### src/rtl/ipv6_address_text_parser_assert.svh
// Assertion macros shared by the parser modules.
`ifndef IPV6_ADDRESS_TEXT_PARSER_ASSERT_SVH
`define IPV6_ADDRESS_TEXT_PARSER_ASSERT_SVH
`ifndef ASSERT_OFF
// check on every clock edge outside reset
`define V6TP_ASSERT(lbl, clk, rst_n, prop, msg) \
    lbl: assert property (@(posedge clk) disable iff (!rst_n) prop) else $error(msg);
// check on every clock edge, reset included
`define V6TP_ASSERT_ALWAYS(lbl, clk, prop, msg) \
    lbl: assert property (@(posedge clk) prop) else $error(msg);
`else
`define V6TP_ASSERT(lbl, clk, rst_n, prop, msg)
`define V6TP_ASSERT_ALWAYS(lbl, clk, prop, msg)
`endif
`endif

### src/rtl/v6tp_pkg.sv
`default_nettype none
package v6tp_pkg;

    localparam int ADDR_BYTES       = 16;
    localparam int OCTET_MAX        = 255;
    localparam int GROUP_DIGITS_MAX = 4;
    localparam int OCTET_DIGITS_MAX = 3;
    localparam int QUEUE_DEPTH      = 2;

    // one character after classification
    typedef struct packed {
        logic       term;   // zero byte, end of text
        logic       colon;
        logic       dot;
        logic       hex;    // 0-9, a-f, A-F
        logic       dec;    // 0-9
        logic [3:0] nib;    // digit value when hex
    } t_tok;

endpackage
`default_nettype wire

### src/rtl/v6tp_if.sv
`default_nettype none
interface v6tp_char_if;
    logic       valid;
    logic       ready;
    logic [7:0] ch;

    modport source (output valid, output ch, input ready);
    modport sink (input valid, input ch, output ready);
endinterface

interface v6tp_res_if;
    logic        valid;
    logic        ready;
    logic        ok;
    logic [63:0] addr_high;
    logic [63:0] addr_low;

    modport source (output valid, output ok, output addr_high, output addr_low, input ready);
    modport sink (input valid, input ok, input addr_high, input addr_low, output ready);
endinterface
`default_nettype wire

### src/rtl/v6tp_front.sv
`default_nettype none
module v6tp_front (
    input  wire             i_clk,
    input  wire             i_rst_n,
    v6tp_char_if.sink       i_ch_if,
    output v6tp_pkg::t_tok  o_tok,
    output logic            o_tok_vld,
    input  wire             i_tok_rdy
);
    import v6tp_pkg::*;

    localparam logic [7:0] CH_NUL   = 8'h00;
    localparam logic [7:0] CH_COLON = 8'h3A;
    localparam logic [7:0] CH_DOT   = 8'h2E;
    localparam logic [7:0] CH_ZERO  = 8'h30;
    localparam logic [7:0] CH_NINE  = 8'h39;
    localparam logic [7:0] CH_LA    = 8'h61;
    localparam logic [7:0] CH_LF    = 8'h66;
    localparam logic [7:0] CH_UA    = 8'h41;
    localparam logic [7:0] CH_UF    = 8'h46;
    localparam logic [7:0] HEX_TEN  = 8'd10;

    logic r_vld;
    t_tok r_tok;
    t_tok n_tok;
    logic take;
    logic is_dec;
    logic is_low;
    logic is_up;
    logic [7:0] nib_wide;

    assign i_ch_if.ready = !r_vld || i_tok_rdy;
    assign take          = i_ch_if.valid && i_ch_if.ready;

    always_comb begin
        is_dec = (i_ch_if.ch >= CH_ZERO) && (i_ch_if.ch <= CH_NINE);
        is_low = (i_ch_if.ch >= CH_LA) && (i_ch_if.ch <= CH_LF);
        is_up  = (i_ch_if.ch >= CH_UA) && (i_ch_if.ch <= CH_UF);
        priority if (is_low) begin
            nib_wide = i_ch_if.ch - CH_LA + HEX_TEN;
        end else if (is_up) begin
            nib_wide = i_ch_if.ch - CH_UA + HEX_TEN;
        end else begin
            nib_wide = i_ch_if.ch - CH_ZERO;
        end
        n_tok.term  = (i_ch_if.ch == CH_NUL);
        n_tok.colon = (i_ch_if.ch == CH_COLON);
        n_tok.dot   = (i_ch_if.ch == CH_DOT);
        n_tok.dec   = is_dec;
        n_tok.hex   = is_dec || is_low || is_up;
        n_tok.nib   = nib_wide[3:0];
    end

    always_ff @(posedge i_clk) begin
        if (!i_rst_n) begin
            r_vld <= 1'b0;
        end else if (take) begin
            r_vld <= 1'b1;
        end else if (i_tok_rdy) begin
            r_vld <= 1'b0;
        end
    end

    always_ff @(posedge i_clk) begin
        if (take) begin
            r_tok <= n_tok;
        end
    end

    assign o_tok     = r_tok;
    assign o_tok_vld = r_vld;

endmodule
`default_nettype wire

### src/rtl/v6tp_fifo.sv
`default_nettype none
`include "ipv6_address_text_parser_assert.svh"
module v6tp_fifo (
    input  wire             i_clk,
    input  wire             i_rst_n,
    input  wire             i_push_vld,
    input  v6tp_pkg::t_tok  i_push_tok,
    output logic            o_push_rdy,
    output logic            o_pop_vld,
    output v6tp_pkg::t_tok  o_pop_tok,
    input  wire             i_pop_rdy
);
    import v6tp_pkg::*;

    localparam int PTR_W = (QUEUE_DEPTH > 1) ? $clog2(QUEUE_DEPTH) : 1;
    localparam int CNT_W = $clog2(QUEUE_DEPTH + 1);

    t_tok             r_mem [QUEUE_DEPTH];
    logic [PTR_W-1:0] r_wr;
    logic [PTR_W-1:0] r_rd;
    logic [CNT_W-1:0] r_cnt;
    logic             push;
    logic             pop;

    assign o_push_rdy = (r_cnt != CNT_W'(QUEUE_DEPTH));
    assign o_pop_vld  = (r_cnt != '0);
    assign o_pop_tok  = r_mem[r_rd];
    assign push       = i_push_vld && o_push_rdy;
    assign pop        = o_pop_vld && i_pop_rdy;

    always_ff @(posedge i_clk) begin
        if (!i_rst_n) begin
            r_wr  <= '0;
            r_rd  <= '0;
            r_cnt <= '0;
        end else begin
            if (push) begin
                r_wr <= (r_wr == PTR_W'(QUEUE_DEPTH - 1)) ? '0 : r_wr + 1'b1;
            end
            if (pop) begin
                r_rd <= (r_rd == PTR_W'(QUEUE_DEPTH - 1)) ? '0 : r_rd + 1'b1;
            end
            if (push && !pop) begin
                r_cnt <= r_cnt + 1'b1;
            end else if (pop && !push) begin
                r_cnt <= r_cnt - 1'b1;
            end
        end
    end

    always_ff @(posedge i_clk) begin
        if (push) begin
            r_mem[r_wr] <= i_push_tok;
        end
    end

    `V6TP_ASSERT(a_cnt_bound, i_clk, i_rst_n, r_cnt <= CNT_W'(QUEUE_DEPTH), "queue overfilled")
    `V6TP_ASSERT(a_empty_ptrs, i_clk, i_rst_n, (r_cnt == '0) |-> (r_wr == r_rd), "empty queue ptrs differ")
    `V6TP_ASSERT(a_push_grows, i_clk, i_rst_n, (push && !pop) |=> (r_cnt == $past(r_cnt) + 1'b1), "push lost")

endmodule
`default_nettype wire

### src/rtl/v6tp_back.sv
`default_nettype none
`include "ipv6_address_text_parser_assert.svh"
module v6tp_back (
    input  wire             i_clk,
    input  wire             i_rst_n,
    input  wire             i_tok_vld,
    input  v6tp_pkg::t_tok  i_tok,
    output logic            o_tok_rdy,
    v6tp_res_if.source      o_res_if
);
    import v6tp_pkg::*;

    localparam logic [2:0] PH_START        = 3'd0;
    localparam logic [2:0] PH_LEAD_COLON   = 3'd1;
    localparam logic [2:0] PH_IN_GROUP     = 3'd2;
    localparam logic [2:0] PH_AFTER_COLON  = 3'd3;
    localparam logic [2:0] PH_AFTER_DCOLON = 3'd4;

    localparam logic [5:0] BYTES6 = 6'(ADDR_BYTES);
    localparam logic [4:0] BYTES5 = 5'(ADDR_BYTES);
    localparam logic [9:0] OCT10  = 10'(OCTET_MAX);

    logic [2:0]   r_phase, n_phase;
    logic [127:0] r_head, n_head;
    logic [127:0] r_tail, n_tail;
    logic [4:0]   r_hcnt, n_hcnt;
    logic [4:0]   r_tcnt, n_tcnt;
    logic         r_comp, n_comp;
    logic [15:0]  r_gval, n_gval;
    logic [2:0]   r_gdig, n_gdig;
    logic         r_gdec, n_gdec;
    logic         r_dot, n_dot;
    logic [1:0]   r_oidx, n_oidx;
    logic [9:0]   r_oval, n_oval;
    logic [1:0]   r_odig, n_odig;
    logic [31:0]  r_v4, n_v4;
    logic         r_fail, n_fail;

    logic         r_out_vld;
    logic         r_ok;
    logic [63:0]  r_hi;
    logic [63:0]  r_lo;

    logic         out_free;
    logic         tok_take;
    logic [4:0]   cnt;
    logic [2:0]   lane;
    logic [2:0]   lane_nx;
    logic [127:0] g_head;
    logic [127:0] d_head;
    logic [31:0]  v4_full;
    logic [9:0]   dval;
    logic         lead_zero;
    logic [9:0]   oval_nx;
    logic         do_digit;

    logic         fin_ok;
    logic [127:0] fin_head;
    logic [127:0] fin_tail;
    logic [4:0]   fin_hc;
    logic [4:0]   fin_tc;
    logic [5:0]   fin_sum;
    logic [127:0] fin_addr;

    assign out_free  = !r_out_vld || o_res_if.ready;
    assign o_tok_rdy = !i_tok.term || out_free;
    assign tok_take  = i_tok_vld && o_tok_rdy;

    assign cnt     = r_comp ? r_tcnt : r_hcnt;
    assign lane    = cnt[3:1];
    assign lane_nx = lane + 3'd1;
    assign v4_full = {r_v4[31:8], r_oval[7:0]};
    assign oval_nx = 10'(r_oval * 10'd10) + {6'd0, i_tok.nib};

    // head holds groups at their byte position; tail shifts in from the right
    always_comb begin
        g_head = r_head;
        d_head = r_head;
        for (int k = 0; k < 8; k++) begin
            if (lane == 3'(k)) begin
                g_head[127 - 16*k -: 16] = r_gval;
                d_head[127 - 16*k -: 16] = v4_full[31:16];
            end
            if (lane_nx == 3'(k)) begin
                d_head[127 - 16*k -: 16] = v4_full[15:0];
            end
        end
    end

    // current group read back as a decimal octet
    always_comb begin
        unique case (r_gdig)
            3'd1: dval = {6'd0, r_gval[3:0]};
            3'd2: dval = 10'({6'd0, r_gval[7:4]} * 10'd10) + {6'd0, r_gval[3:0]};
            3'd3: dval = 10'({6'd0, r_gval[11:8]} * 10'd100)
                       + 10'({6'd0, r_gval[7:4]} * 10'd10) + {6'd0, r_gval[3:0]};
            default: dval = 10'd0;
        endcase
        unique case (r_gdig)
            3'd2:    lead_zero = (r_gval[7:4] == 4'd0);
            3'd3:    lead_zero = (r_gval[11:8] == 4'd0);
            default: lead_zero = 1'b0;
        endcase
    end

    // close the text on the terminator
    always_comb begin
        fin_ok   = !r_fail;
        fin_head = r_head;
        fin_tail = r_tail;
        fin_hc   = r_hcnt;
        fin_tc   = r_tcnt;
        if (r_phase == PH_IN_GROUP) begin
            if (r_dot) begin
                if (r_oidx != 2'd3 || r_odig == 2'd0 || r_oval > OCT10) begin
                    fin_ok = 1'b0;
                end else if (r_comp) begin
                    fin_tail = {r_tail[95:0], v4_full};
                    fin_tc   = r_tcnt + 5'd4;
                end else begin
                    fin_head = d_head;
                    fin_hc   = r_hcnt + 5'd4;
                end
            end else if (({1'b0, cnt} + 6'd2) > BYTES6) begin
                fin_ok = 1'b0;
            end else if (r_comp) begin
                fin_tail = {r_tail[111:0], r_gval};
                fin_tc   = r_tcnt + 5'd2;
            end else begin
                fin_head = g_head;
                fin_hc   = r_hcnt + 5'd2;
            end
        end else if (r_phase != PH_AFTER_DCOLON) begin
            fin_ok = 1'b0;
        end
        fin_sum = {1'b0, fin_hc} + {1'b0, fin_tc};
        if (r_comp) begin
            fin_ok = fin_ok && (fin_sum < BYTES6);
        end else begin
            fin_ok = fin_ok && (fin_hc == BYTES5);
        end
        fin_addr = fin_ok ? (fin_head | fin_tail) : 128'd0;
    end

    always_comb begin
        n_phase  = r_phase;
        n_head   = r_head;
        n_tail   = r_tail;
        n_hcnt   = r_hcnt;
        n_tcnt   = r_tcnt;
        n_comp   = r_comp;
        n_gval   = r_gval;
        n_gdig   = r_gdig;
        n_gdec   = r_gdec;
        n_dot    = r_dot;
        n_oidx   = r_oidx;
        n_oval   = r_oval;
        n_odig   = r_odig;
        n_v4     = r_v4;
        n_fail   = r_fail;
        do_digit = 1'b0;
        if (tok_take && i_tok.term) begin
            n_phase = PH_START;
            n_head  = '0;
            n_tail  = '0;
            n_hcnt  = '0;
            n_tcnt  = '0;
            n_comp  = 1'b0;
            n_gval  = '0;
            n_gdig  = '0;
            n_gdec  = 1'b1;
            n_dot   = 1'b0;
            n_oidx  = '0;
            n_oval  = '0;
            n_odig  = '0;
            n_v4    = '0;
            n_fail  = 1'b0;
        end else if (tok_take && !r_fail) begin
            unique case (r_phase)
                PH_START: begin
                    if (i_tok.colon) begin
                        n_phase = PH_LEAD_COLON;
                    end else begin
                        do_digit = 1'b1;
                    end
                end
                PH_LEAD_COLON: begin
                    if (i_tok.colon) begin
                        n_comp  = 1'b1;
                        n_phase = PH_AFTER_DCOLON;
                    end else begin
                        n_fail = 1'b1;
                    end
                end
                PH_AFTER_COLON: begin
                    if (i_tok.colon) begin
                        if (r_comp) begin
                            n_fail = 1'b1;
                        end else begin
                            n_comp  = 1'b1;
                            n_phase = PH_AFTER_DCOLON;
                        end
                    end else begin
                        do_digit = 1'b1;
                    end
                end
                PH_AFTER_DCOLON: begin
                    do_digit = 1'b1;
                end
                PH_IN_GROUP: begin
                    if (r_dot) begin
                        if (i_tok.dec) begin
                            if (r_odig == 2'(OCTET_DIGITS_MAX)
                                    || (r_odig != 2'd0 && r_oval == 10'd0)) begin
                                n_fail = 1'b1;
                            end else begin
                                n_oval = oval_nx;
                                n_odig = r_odig + 2'd1;
                            end
                        end else if (i_tok.dot) begin
                            if (r_oidx == 2'd3 || r_odig == 2'd0 || r_oval > OCT10) begin
                                n_fail = 1'b1;
                            end else begin
                                n_v4[31 - 8*r_oidx -: 8] = r_oval[7:0];
                                n_oval = '0;
                                n_odig = '0;
                                n_oidx = r_oidx + 2'd1;
                            end
                        end else begin
                            n_fail = 1'b1;
                        end
                    end else if (i_tok.colon) begin
                        n_phase = PH_AFTER_COLON;
                        if (({1'b0, cnt} + 6'd2) > BYTES6) begin
                            n_fail = 1'b1;
                        end else begin
                            if (r_comp) begin
                                n_tail = {r_tail[111:0], r_gval};
                                n_tcnt = r_tcnt + 5'd2;
                            end else begin
                                n_head = g_head;
                                n_hcnt = r_hcnt + 5'd2;
                            end
                            n_gval = '0;
                            n_gdig = '0;
                            n_gdec = 1'b1;
                        end
                    end else if (i_tok.dot) begin
                        if (!r_gdec || r_gdig == 3'd0 || r_gdig > 3'(OCTET_DIGITS_MAX)
                                || lead_zero || dval > OCT10
                                || ({1'b0, cnt} + 6'd4) > BYTES6) begin
                            n_fail = 1'b1;
                        end else begin
                            n_v4   = {dval[7:0], 24'd0};
                            n_dot  = 1'b1;
                            n_oidx = 2'd1;
                            n_oval = '0;
                            n_odig = '0;
                        end
                    end else begin
                        do_digit = 1'b1;
                    end
                end
                default: n_fail = 1'b1;
            endcase
            if (do_digit) begin
                if (!i_tok.hex || r_gdig >= 3'(GROUP_DIGITS_MAX)) begin
                    n_fail = 1'b1;
                end else begin
                    n_gval  = {r_gval[11:0], i_tok.nib};
                    n_gdig  = r_gdig + 3'd1;
                    n_phase = PH_IN_GROUP;
                    if (!i_tok.dec) begin
                        n_gdec = 1'b0;
                    end
                end
            end
        end
    end

    always_ff @(posedge i_clk) begin
        if (!i_rst_n) begin
            r_phase <= PH_START;
            r_head  <= '0;
            r_tail  <= '0;
            r_hcnt  <= '0;
            r_tcnt  <= '0;
            r_comp  <= 1'b0;
            r_gval  <= '0;
            r_gdig  <= '0;
            r_gdec  <= 1'b1;
            r_dot   <= 1'b0;
            r_oidx  <= '0;
            r_oval  <= '0;
            r_odig  <= '0;
            r_v4    <= '0;
            r_fail  <= 1'b0;
        end else begin
            r_phase <= n_phase;
            r_head  <= n_head;
            r_tail  <= n_tail;
            r_hcnt  <= n_hcnt;
            r_tcnt  <= n_tcnt;
            r_comp  <= n_comp;
            r_gval  <= n_gval;
            r_gdig  <= n_gdig;
            r_gdec  <= n_gdec;
            r_dot   <= n_dot;
            r_oidx  <= n_oidx;
            r_oval  <= n_oval;
            r_odig  <= n_odig;
            r_v4    <= n_v4;
            r_fail  <= n_fail;
        end
    end

    // result register: load on the terminator, drop once taken
    always_ff @(posedge i_clk) begin
        if (!i_rst_n) begin
            r_out_vld <= 1'b0;
        end else if (tok_take && i_tok.term) begin
            r_out_vld <= 1'b1;
        end else if (o_res_if.ready) begin
            r_out_vld <= 1'b0;
        end
    end

    always_ff @(posedge i_clk) begin
        if (tok_take && i_tok.term) begin
            r_ok <= fin_ok;
            r_hi <= fin_addr[127:64];
            r_lo <= fin_addr[63:0];
        end
    end

    assign o_res_if.valid     = r_out_vld;
    assign o_res_if.ok        = r_ok;
    assign o_res_if.addr_high = r_hi;
    assign o_res_if.addr_low  = r_lo;

    `V6TP_ASSERT(a_even_counts, i_clk, i_rst_n, (r_hcnt[0] == 1'b0) && (r_tcnt[0] == 1'b0), "odd byte count")
    `V6TP_ASSERT(a_tail_needs_comp, i_clk, i_rst_n, !r_comp |-> (r_tcnt == 5'd0), "tail bytes without compression")
    `V6TP_ASSERT(a_dot_in_group, i_clk, i_rst_n, r_dot |-> (r_phase == PH_IN_GROUP), "dotted tail outside group")
    `V6TP_ASSERT(a_clear_after_end, i_clk, i_rst_n, (tok_take && i_tok.term) |=> (r_phase == PH_START && !r_fail && r_hcnt == 5'd0 && r_out_vld), "state not cleared after terminator")

endmodule
`default_nettype wire

### src/rtl/ipv6_address_text_parser.sv
`default_nettype none
// IPv6 address text parser. Feed the text one character per item on i_ch_if, ending each
// address with a zero byte; that terminator yields one result on o_res_if with ok set and
// the 128-bit address split into addr_high (bytes 0-7) and addr_low (bytes 8-15), or ok
// clear and a zero address if the text was rejected (bad group, misplaced or repeated
// "::", malformed dotted IPv4 tail, too many or too few groups, any suffix). All other
// characters yield nothing. One character is taken every cycle unless the queue backs up: a
// classify register feeds a two-entry queue, and the back end updates the parse state of
// one character per cycle while any are queued. A terminator only waits when the previous
// result still sits unread in the output register, which each accepted terminator loads.
module ipv6_address_text_parser (
    input  wire          i_clk,
    input  wire          i_rst_n,
    v6tp_char_if.sink    i_ch_if,
    v6tp_res_if.source   o_res_if
);
    import v6tp_pkg::*;

    t_tok front_tok;
    logic front_vld;
    logic front_rdy;
    t_tok back_tok;
    logic back_vld;
    logic back_rdy;

    v6tp_front u_front (
        .i_clk     (i_clk),
        .i_rst_n   (i_rst_n),
        .i_ch_if   (i_ch_if),
        .o_tok     (front_tok),
        .o_tok_vld (front_vld),
        .i_tok_rdy (front_rdy)
    );

    v6tp_fifo u_fifo (
        .i_clk      (i_clk),
        .i_rst_n    (i_rst_n),
        .i_push_vld (front_vld),
        .i_push_tok (front_tok),
        .o_push_rdy (front_rdy),
        .o_pop_vld  (back_vld),
        .o_pop_tok  (back_tok),
        .i_pop_rdy  (back_rdy)
    );

    v6tp_back u_back (
        .i_clk     (i_clk),
        .i_rst_n   (i_rst_n),
        .i_tok_vld (back_vld),
        .i_tok     (back_tok),
        .o_tok_rdy (back_rdy),
        .o_res_if  (o_res_if)
    );

endmodule
`default_nettype wire
### src/flat_wrapper.sv
// flat-port wrapper written by rule: the top's interface ports become plain ports
module ipv6_address_text_parser_flat import v6tp_pkg::*;
  (i_clk, i_rst_n, i_ch_if_valid, i_ch_if_ch, i_ch_if_ready, o_res_if_valid, o_res_if_ok, o_res_if_addr_high, o_res_if_addr_low, o_res_if_ready);
  v6tp_char_if i_ch_if_i ();
  v6tp_res_if o_res_if_i ();
  input  wire i_clk;
  input  wire i_rst_n;
  input wire logic [$bits(i_ch_if_i.valid)-1:0] i_ch_if_valid;
  input wire logic [$bits(i_ch_if_i.ch)-1:0] i_ch_if_ch;
  output wire logic [$bits(i_ch_if_i.ready)-1:0] i_ch_if_ready;
  output wire logic [$bits(o_res_if_i.valid)-1:0] o_res_if_valid;
  output wire logic [$bits(o_res_if_i.ok)-1:0] o_res_if_ok;
  output wire logic [$bits(o_res_if_i.addr_high)-1:0] o_res_if_addr_high;
  output wire logic [$bits(o_res_if_i.addr_low)-1:0] o_res_if_addr_low;
  input wire logic [$bits(o_res_if_i.ready)-1:0] o_res_if_ready;
  assign i_ch_if_i.valid = i_ch_if_valid;
  assign i_ch_if_i.ch = i_ch_if_ch;
  assign i_ch_if_ready = i_ch_if_i.ready;
  assign o_res_if_valid = o_res_if_i.valid;
  assign o_res_if_ok = o_res_if_i.ok;
  assign o_res_if_addr_high = o_res_if_i.addr_high;
  assign o_res_if_addr_low = o_res_if_i.addr_low;
  assign o_res_if_i.ready = o_res_if_ready;
  ipv6_address_text_parser u_core (.i_clk(i_clk), .i_rst_n(i_rst_n), .i_ch_if(i_ch_if_i), .o_res_if(o_res_if_i));
endmodule
### config.mk
export PLATFORM = sky130hd
export DESIGN_NAME = ipv6_address_text_parser_flat
export DESIGN_NICKNAME = d
export VERILOG_FILES = /design/src/rtl/v6tp_pkg.sv /design/src/rtl/v6tp_if.sv /design/src/rtl/v6tp_front.sv /design/src/rtl/v6tp_fifo.sv /design/src/rtl/v6tp_back.sv /design/src/rtl/ipv6_address_text_parser.sv /design/src/flat_wrapper.sv
export VERILOG_INCLUDE_DIRS = /design/src /design/src/rtl
export SDC_FILE = /design/constraint.sdc
export NUM_CORES = 2
export LEC_CHECK = 0
export BUFFER_PORTS_ARGS = -buffer_cell sky130_fd_sc_hd__clkbuf_2
export CAP_MARGIN = 0
export CELL_PAD_IN_SITES_DETAIL_PLACEMENT = 1
export CELL_PAD_IN_SITES_GLOBAL_PLACEMENT = 1
export CORE_ASPECT_RATIO = 0.9
export CORE_MARGIN = 3
export CORE_UTILIZATION = 35
export CTS_BUF_LIST = sky130_fd_sc_hd__clkbuf_4
export CTS_CLUSTER_DIAMETER = 200
export DETAILED_ROUTE_END_ITERATION = 12
export PLACE_DENSITY = 0.71
export RECOVER_POWER = 100
export SLEW_MARGIN = 10
export SYNTH_ARGS = -nofsm -noshare
export SYNTH_HDL_FRONTEND = slang
export SYNTH_SLANG_ARGS = --single-unit
### constraint.sdc
create_clock -name i_clk -period 23.9 [get_ports i_clk]
set_input_delay 2.39 -clock i_clk [delete_from_list [all_inputs] [get_ports i_clk]]
set_output_delay 2.39 -clock i_clk [all_outputs]
set_load 0.02 [all_outputs]
== Yosys cells after proc, flatten, opt, wreduce, memory -nomap -nowiden ==
Memories as Yosys holds them, arrays and structs flattened. A register that Yosys moved wholly into a read port is not among the register bits.
Index checks and enable logic that the tools add are counted.
W data, S select, Z words.

* $add $sub $neg: 26
* Multiply operators: 3
* Divide/modulo/power cells: 0
* Magnitude comparators: 13
* Eq/ne operators: 35
* Shift operators: 2
* Mux-type cells: 156
* Bitwise logic cells: 3
* Reductions and logical operators: 62

{| class="wikitable"
|+ Operator list
! cell !! number
|-
| $mux W128 || 12
|-
| $mux W16 || 30
|-
| $mux W32 || 7
|-
| $or A128 B128 Y128 || 1
|-
| $mux W10 || 8
|-
| $mux W5 || 13
|-
| $mux W1 || 47
|-
| $mux W3 || 14
|-
| $shift A8 B34 Y39 const A || 1
|-
| $shiftx A8 B34 Y39 || 1
|-
| $mux W2 || 17
|-
| $neg A32 Y34 || 1
|-
| $bwmux W32 || 1
|-
| $pmux W10 S3 || 1
|-
| $eq A3 B3 Y1 const B || 9
|-
| $eq A3 B2 Y1 const B || 8
|-
| $add A10 B4 Y10 || 2
|-
| $gt A10 B8 Y1 const B || 2
|-
| $eq A8 B6 Y1 const B || 2
|-
| $ge A8 B7 Y1 const B || 2
|-
| $le A8 B7 Y1 const B || 2
|-
| $logic_or A1 B1 Y1 || 16
|-
| $reduce_bool A2 Y1 || 7
|-
| $logic_and A1 B1 Y1 || 13
|-
| 46 further kinds || 83
|}

* Register bits: 482
* Latch bits: 0
* RAM bits: 18
* ROM bits: 0
* Output and inout port bits: 131
* Logic and storage cells: 330
* Memories: 1

{| class="wikitable"
|+ Memories
! memory !! words !! width !! rd ports !! clocked after Yosys merged registers in !! wr ports !! line !! RTL
|-
| u_core.u_fifo.r_mem || 2 || 9 || 1 || 1 || 1 || v6tp_fifo.sv:18 || <nowiki>t_tok r_mem [QUEUE_DEPTH];</nowiki>
|}

== Depth between registers and ports, before layout ==
* Depth in word-level cells: 14
* Gate-level depth with buffers: 17
* Mapped depth without buffers: 14

== Hierarchy ==
Synthesis repeated with hierarchy kept, for this count alone.

* Cells, all modules: 3972
* Area, all modules: 30151.4 um^2

{| class="wikitable"
|+ Modules (own cells, without submodules)
! module !! instances !! cells an instance !! area each (um^2)
|-
| v6tp_back || 1 || 3874 || 28681.3
|-
| v6tp_fifo || 1 || 52 || 889.6
|-
| v6tp_front || 1 || 46 || 580.6
|}

== Least setup slack after synthesis ==
OpenSTA, ideal clock, no wires.

* Path type: input to register
* Start point: in o_res_if_ready
* End point: reg u_core.u_back.r_v4[10]
* Library setup time: 117 ps
* Arrival time: 8974 ps
* Data required time: 23783 ps
* Slack: 14809 ps
* Stages on the path: 7
* Path buffers: 1
* Cell sequence: nand2b_1 > o22ai_2 > nor2_1 > nor2b_1 > clkbuf_1 > a22o_1 > a22o_1

* Cells in the longest elaborated chain, start to end: 5

{| class="wikitable"
|+ RTL lines
! item !! line !! RTL
|-
| start, declared || flat_wrapper.sv:15 || <nowiki>input wire logic [$bits(o_res_if_i.ready)-1:0] o_res_if_ready;</nowiki>
|-
| $logic_or A1 B1 Y1 (*) || v6tp_back.sv:65 || <nowiki>assign out_free = !r_out_vld || o_res_if.ready;</nowiki>
|-
| $logic_or A1 B1 Y1 (*) || v6tp_back.sv:66 || <nowiki>assign o_tok_rdy = !i_tok.term || out_free;</nowiki>
|-
| $logic_and A1 B1 Y1 (*) || v6tp_back.sv:67 || <nowiki>assign tok_take = i_tok_vld && o_tok_rdy;</nowiki>
|-
| $logic_and A1 B1 Y1 (on tied branches) || v6tp_back.sv:178, v6tp_back.sv:162 ||
|-
| $reduce_and A7 Y1 (no line) / $reduce_or A2 Y1 (equally long branches) || -- ||
|-
| end signal, assigned || v6tp_back.sv:312 || <nowiki>r_v4 <= n_v4;</nowiki>
|-
| end, declared || v6tp_back.sv:36 || <nowiki>logic [31:0] r_v4, n_v4;</nowiki>
|}

Mark *: on every way between the ends. The rest lies on a longest branch, timed or not.
A chain may end at the register's enable or synchronous reset.

== Worst setup path after layout ==
* Start point: reg u_core.u_back.r_comp
* End point: reg u_core.u_back.r_hi[35] (netlist: u_core.u_back.o_res_if.addr_high[35]) (data pin)

* Cells in the longest elaborated chain, start to end: 10

{| class="wikitable"
|+ RTL lines
! item !! line !! RTL
|-
| start, declared || v6tp_back.sv:28 || <nowiki>logic r_comp, n_comp;</nowiki>
|-
| start signal, assigned || v6tp_back.sv:304 || <nowiki>r_comp <= n_comp;</nowiki>
|-
| $mux W5 || v6tp_back.sv:69 || <nowiki>assign cnt = r_comp ? r_tcnt : r_hcnt;</nowiki>
|-
| $add A5 B2 Y6 || v6tp_back.sv:124 || <nowiki>end else if (({1'b0, cnt} + 6'd2) > BYTES6) begin</nowiki>
|-
| $gt A6 B5 Y1 || v6tp_back.sv:124 ||
|-
| $mux W5 || -- ||
|-
| $mux W5 || v6tp_back.sv:114 || <nowiki>if (r_dot) begin</nowiki>
|-
| $mux W5 || v6tp_back.sv:113 || <nowiki>if (r_phase == PH_IN_GROUP) begin</nowiki>
|-
| $add A5 B5 Y6 || v6tp_back.sv:136 || <nowiki>fin_sum = {1'b0, fin_hc} + {1'b0, fin_tc};</nowiki>
|-
| $lt A6 B5 Y1 || v6tp_back.sv:138 || <nowiki>fin_ok = fin_ok && (fin_sum < BYTES6);</nowiki>
|-
| $logic_and A1 B1 Y1 || v6tp_back.sv:138 ||
|-
| $mux W1 || v6tp_back.sv:137 || <nowiki>if (r_comp) begin</nowiki>
|-
| end signal, assigned || v6tp_back.sv:331 || <nowiki>r_hi <= fin_addr[127:64];</nowiki>
|-
| end, declared || v6tp_back.sv:41 || <nowiki>logic [63:0] r_hi;</nowiki>
|}

Several ways; a longest one is shown, not always the timed one.

==> key figures <==
Floorplan
  • Rows: 102
  • I/O pin count: 143
  • Die area: 0.0910 mm^2
  • Die height: 287 um
  • Initial Util: 35.4%
  • Die W: 318 um
  • CORE AREA: 0.0864 mm^2

Logic synthesis
  • FF+latch count, synth: 491
  • Number of flops mapped to enable cells by yosys: 156
  • Share of the synthesized area in the top cell type: 21.9%
  • Syn_area_per_cell: 7.70 um^2
  • Count of cell types in the netlist: 84
  • Synth Instances: 3,974
  • Area of the mapped netlist: 0.0306 mm^2
  • Syn Nets: 4,061
  • Post-synth ARST share: 0%
  • Yosys top cell by area: dfxtp_1
  • Synth Flop Type: dfxtp_1
  • Register area share after synthesis: 37.2%
  • Synthesis Warnings: 0
  • Synth top area cells: dfxtp_1, edfxtp_1, nand2_1, a21oi_1, mux2i_1

Clock network
  • TritonCTS clock tree: done
  • Postcts setup bufs: 0
  • CTS resizes: 0
  • Clock Latency Late Sink: 1.12 ns
  • Clk sink count: 491
  • Hold buffer count at CTS: 0
  • Root Buffer: clkbuf_4
  • CTS Buf Count: 145
  • CTS clock-pin slew for the worst setup and hold paths: 0.06 ns
  • Clock Path Buffers: 3
  • Htree depth: 4

Detailed routing
  • Avg Vias per Cell: 6.17
  • Vias: 32,200
  • Remaining DRCs: 0
  • DR pass1 iterations: 5
  • Detailed Route Iter0 Violations: 3,468
  • WL per Instance: 27.1 um
  • Routed WL: 142,000 um
  • Final antenna-violating net count: 0

Global routing
  • Overflow after GRT: 0
  • Maximum number of pins on one net before global-route repair: 87
  • First-pass GRT wire length: 209,000 um
  • Antenna violations before repair: 6
  • Tot GR Track Use: 30.1%
  • Vias in the first global route: 31,300

Cells and area
  • Post-route cell area: 0.0335 mm^2
  • Fillcell total: 10,600
  • Most common cell after layout, fill and taps aside: nand2_1
  • FF+latch area: 0.0114 mm^2
  • Share of cells above drive strength 1: 9.49%
  • Final #Nets: 4,050
  • Area Growth Syn to Fin: 9.41%
  • Multi-input gate area: 0.0175 mm^2
  • Most frequent cells in the layout: nand2_1, nor2_1, a21oi_1, dfxtp_1, clkbuf_4

Critical path
  • Critical path fanouts, max: 68
  • Arrival time at the worst endpoint: 15.11 ns
  • Crit. End Element: register
  • Worst EP required: 24.61 ns
  • Worst Setup Path Type: register to register
  • Critical Path Start Type: register

STA
  • Setup TNS: 0 ns
  • Final setup fails: 0
  • Fmax: 69.4 MHz
  • Rel. slew slack: -198%
  • Hold Vio Cnt, Final: 0
  • Fin Clk Skew: 0.137 ns
  • Tmin final: 14.40 ns
  • RSZ-0062 raised after global routing: false
  • WHS: 0.455 ns
  • Period utilization: 60.3%
  • Slew of the pin with the lowest slew margin: 4.48 ns
  • Final Max Slew Viols: 653

Run
  • Max-Cap Viols: 13

Power and ir drop
  • P_leak: 11.5 nW
  • Pwr/cell area: 66.3 mW/mm^2
  • Worst vdd ir: 0.0389 mV

Place
  • Dpl hpwl: 86,000 um
  • Global placer's final weighted congestion: 0.876
  • Port buffer count: 142
  • Placed cell area: 0.0319 mm^2

Hold path
  • Worst Hold Class: register to register

Status
  • Failing checks: capacitance limit, slew limit
  • Status: finished, violations left
state kept, by name, indices dropped and copies added, names as in the netlist, 3 cells and up, named ones only:
register                          flops
u_core.u_back.r_v4                   24
u_core.u_back.o_res_if.addr_high     64
u_core.u_back.r_tail                128
u_core.u_back.r_oval                 10
u_core.u_back.r_hcnt                  4
u_core.u_front.o_tok                  9
u_core.u_back.o_res_if.addr_low      64
u_core.u_back.r_phase                 3
u_core.u_back.r_tcnt                  4
u_core.u_back.r_gdig                  3
u_core.u_back.r_head                128
u_core.u_fifo.r_mem                  18
u_core.u_back.r_gval                 16
through the flow:
step	cells	util, %	power (mW)	setup slack, ns
after floorplan	3974	-	1.25	14.81
after global placement	4960	36.9	1.40	17.70
after global routing	5227	38.7	2.31	8.70
after CTS	5222	39.0	2.25	17.74
after detailed placement	4960	36.9	1.40	17.59
final	5227	38.7	2.22	9.50
final timing paths:
check	startpoint	to	slack, ns	cells after the start
max reg2reg	u_core.u_back.r_comp$_SDFFE_PP0P_	u_core.u_back.o_res_if.addr_high[35]$_SDFFCE_PN0P_	9.50	14
max	u_core.u_back.r_comp$_SDFFE_PP0P_	u_core.u_back.o_res_if.addr_high[35]$_SDFFCE_PN0P_	9.50	14
min	u_core.u_front.o_tok[1]$_DFFE_PP_	u_core.u_fifo.r_mem[1][1]$_DFFE_PP_	0.46	0
min reg2reg	u_core.u_front.o_tok[1]$_DFFE_PP_	u_core.u_fifo.r_mem[1][1]$_DFFE_PP_	0.46	0
Yosys cell counts (all sizes together), types with 6 or more instances:
cell,n
nor4,9
nor3,13
o221ai,104
a31oi,108
a22o,19
o22a,16
mux2i,212
nor2,539
buf,128
nand3b,6
o22ai,8
clkbuf,258
o32ai,7
a211oi,16
nand3,79
and2,42
inv,37
a21oi,536
nor3b,6
nand2b,9
and3,12
xor2,14
o21ai,56
xnor2,20
mux2,24
o32a,35
o311ai,6
a2111oi,32
a211o,39
a21o,24
o221a,11
nand2,845
fa,8
ha,67
edfxtp,156
nor2b,16
dfxtp,335
nand4,55
o31a,6
cells by family after synthesis:
kind of cell | after synthesis | synth area share [%]
simple gates | 1648 | 22.4
xor+xnor | 34 | 0.973
buf+inv | 423 | 5.80
compound gates | 1067 | 22.5
flops | 491 | 37.2
mux | 236 | 7.83
fa+ha+maj | 75 | 3.26
where the power goes:
part	leakage, nW	total [mW]	internal, mW	switching (mW)
sequential	4.19	0.971	0.941	0.0300
combinational	6.20	0.407	0.0800	0.327
clock	1.09	0.842	0.414	0.428
worst max-delay path, cell delays in order, from the launching register on:
cell and delay (ns):
dfxtp_1 0.67, clkbuf_1 0.86, nor2b_1 0.27, clkbuf_1 2.21, clkbuf_1 3.28, and3_1 0.44
a21oi_1 0.08, o22ai_1 0.14, a21oi_1 0.07, ha_1 0.33, a21boi_0 0.08, o21ai_0 2.92
clkbuf_1 1.77, buf_4 0.72, nor2_1 0.11
per-layer routing:
layer / track usage (%) / vias up / wire length [um]
met3: 6.73 / 405 / 13200
li1: - / 14100 / -
met2: 44.4 / 1682 / 60000
met5: 0 / - / 25
met4: 18.1 / 4 / 9080
met1: 40.2 / 16000 / 59500
layout make-up:
class,count,area share [%]
Sequential cell,491,34.1
Antenna cell,5,0.0374
Tap cell,1144,4.28
Clock inverter,48,0.721
Clock buffer,214,4.80
Timing Repair Buffer,228,3.41
Inverter,37,0.419
Multi-Input combinational cell,3060,52.3
No activity file was read; power rests on OpenSTA's default activity.
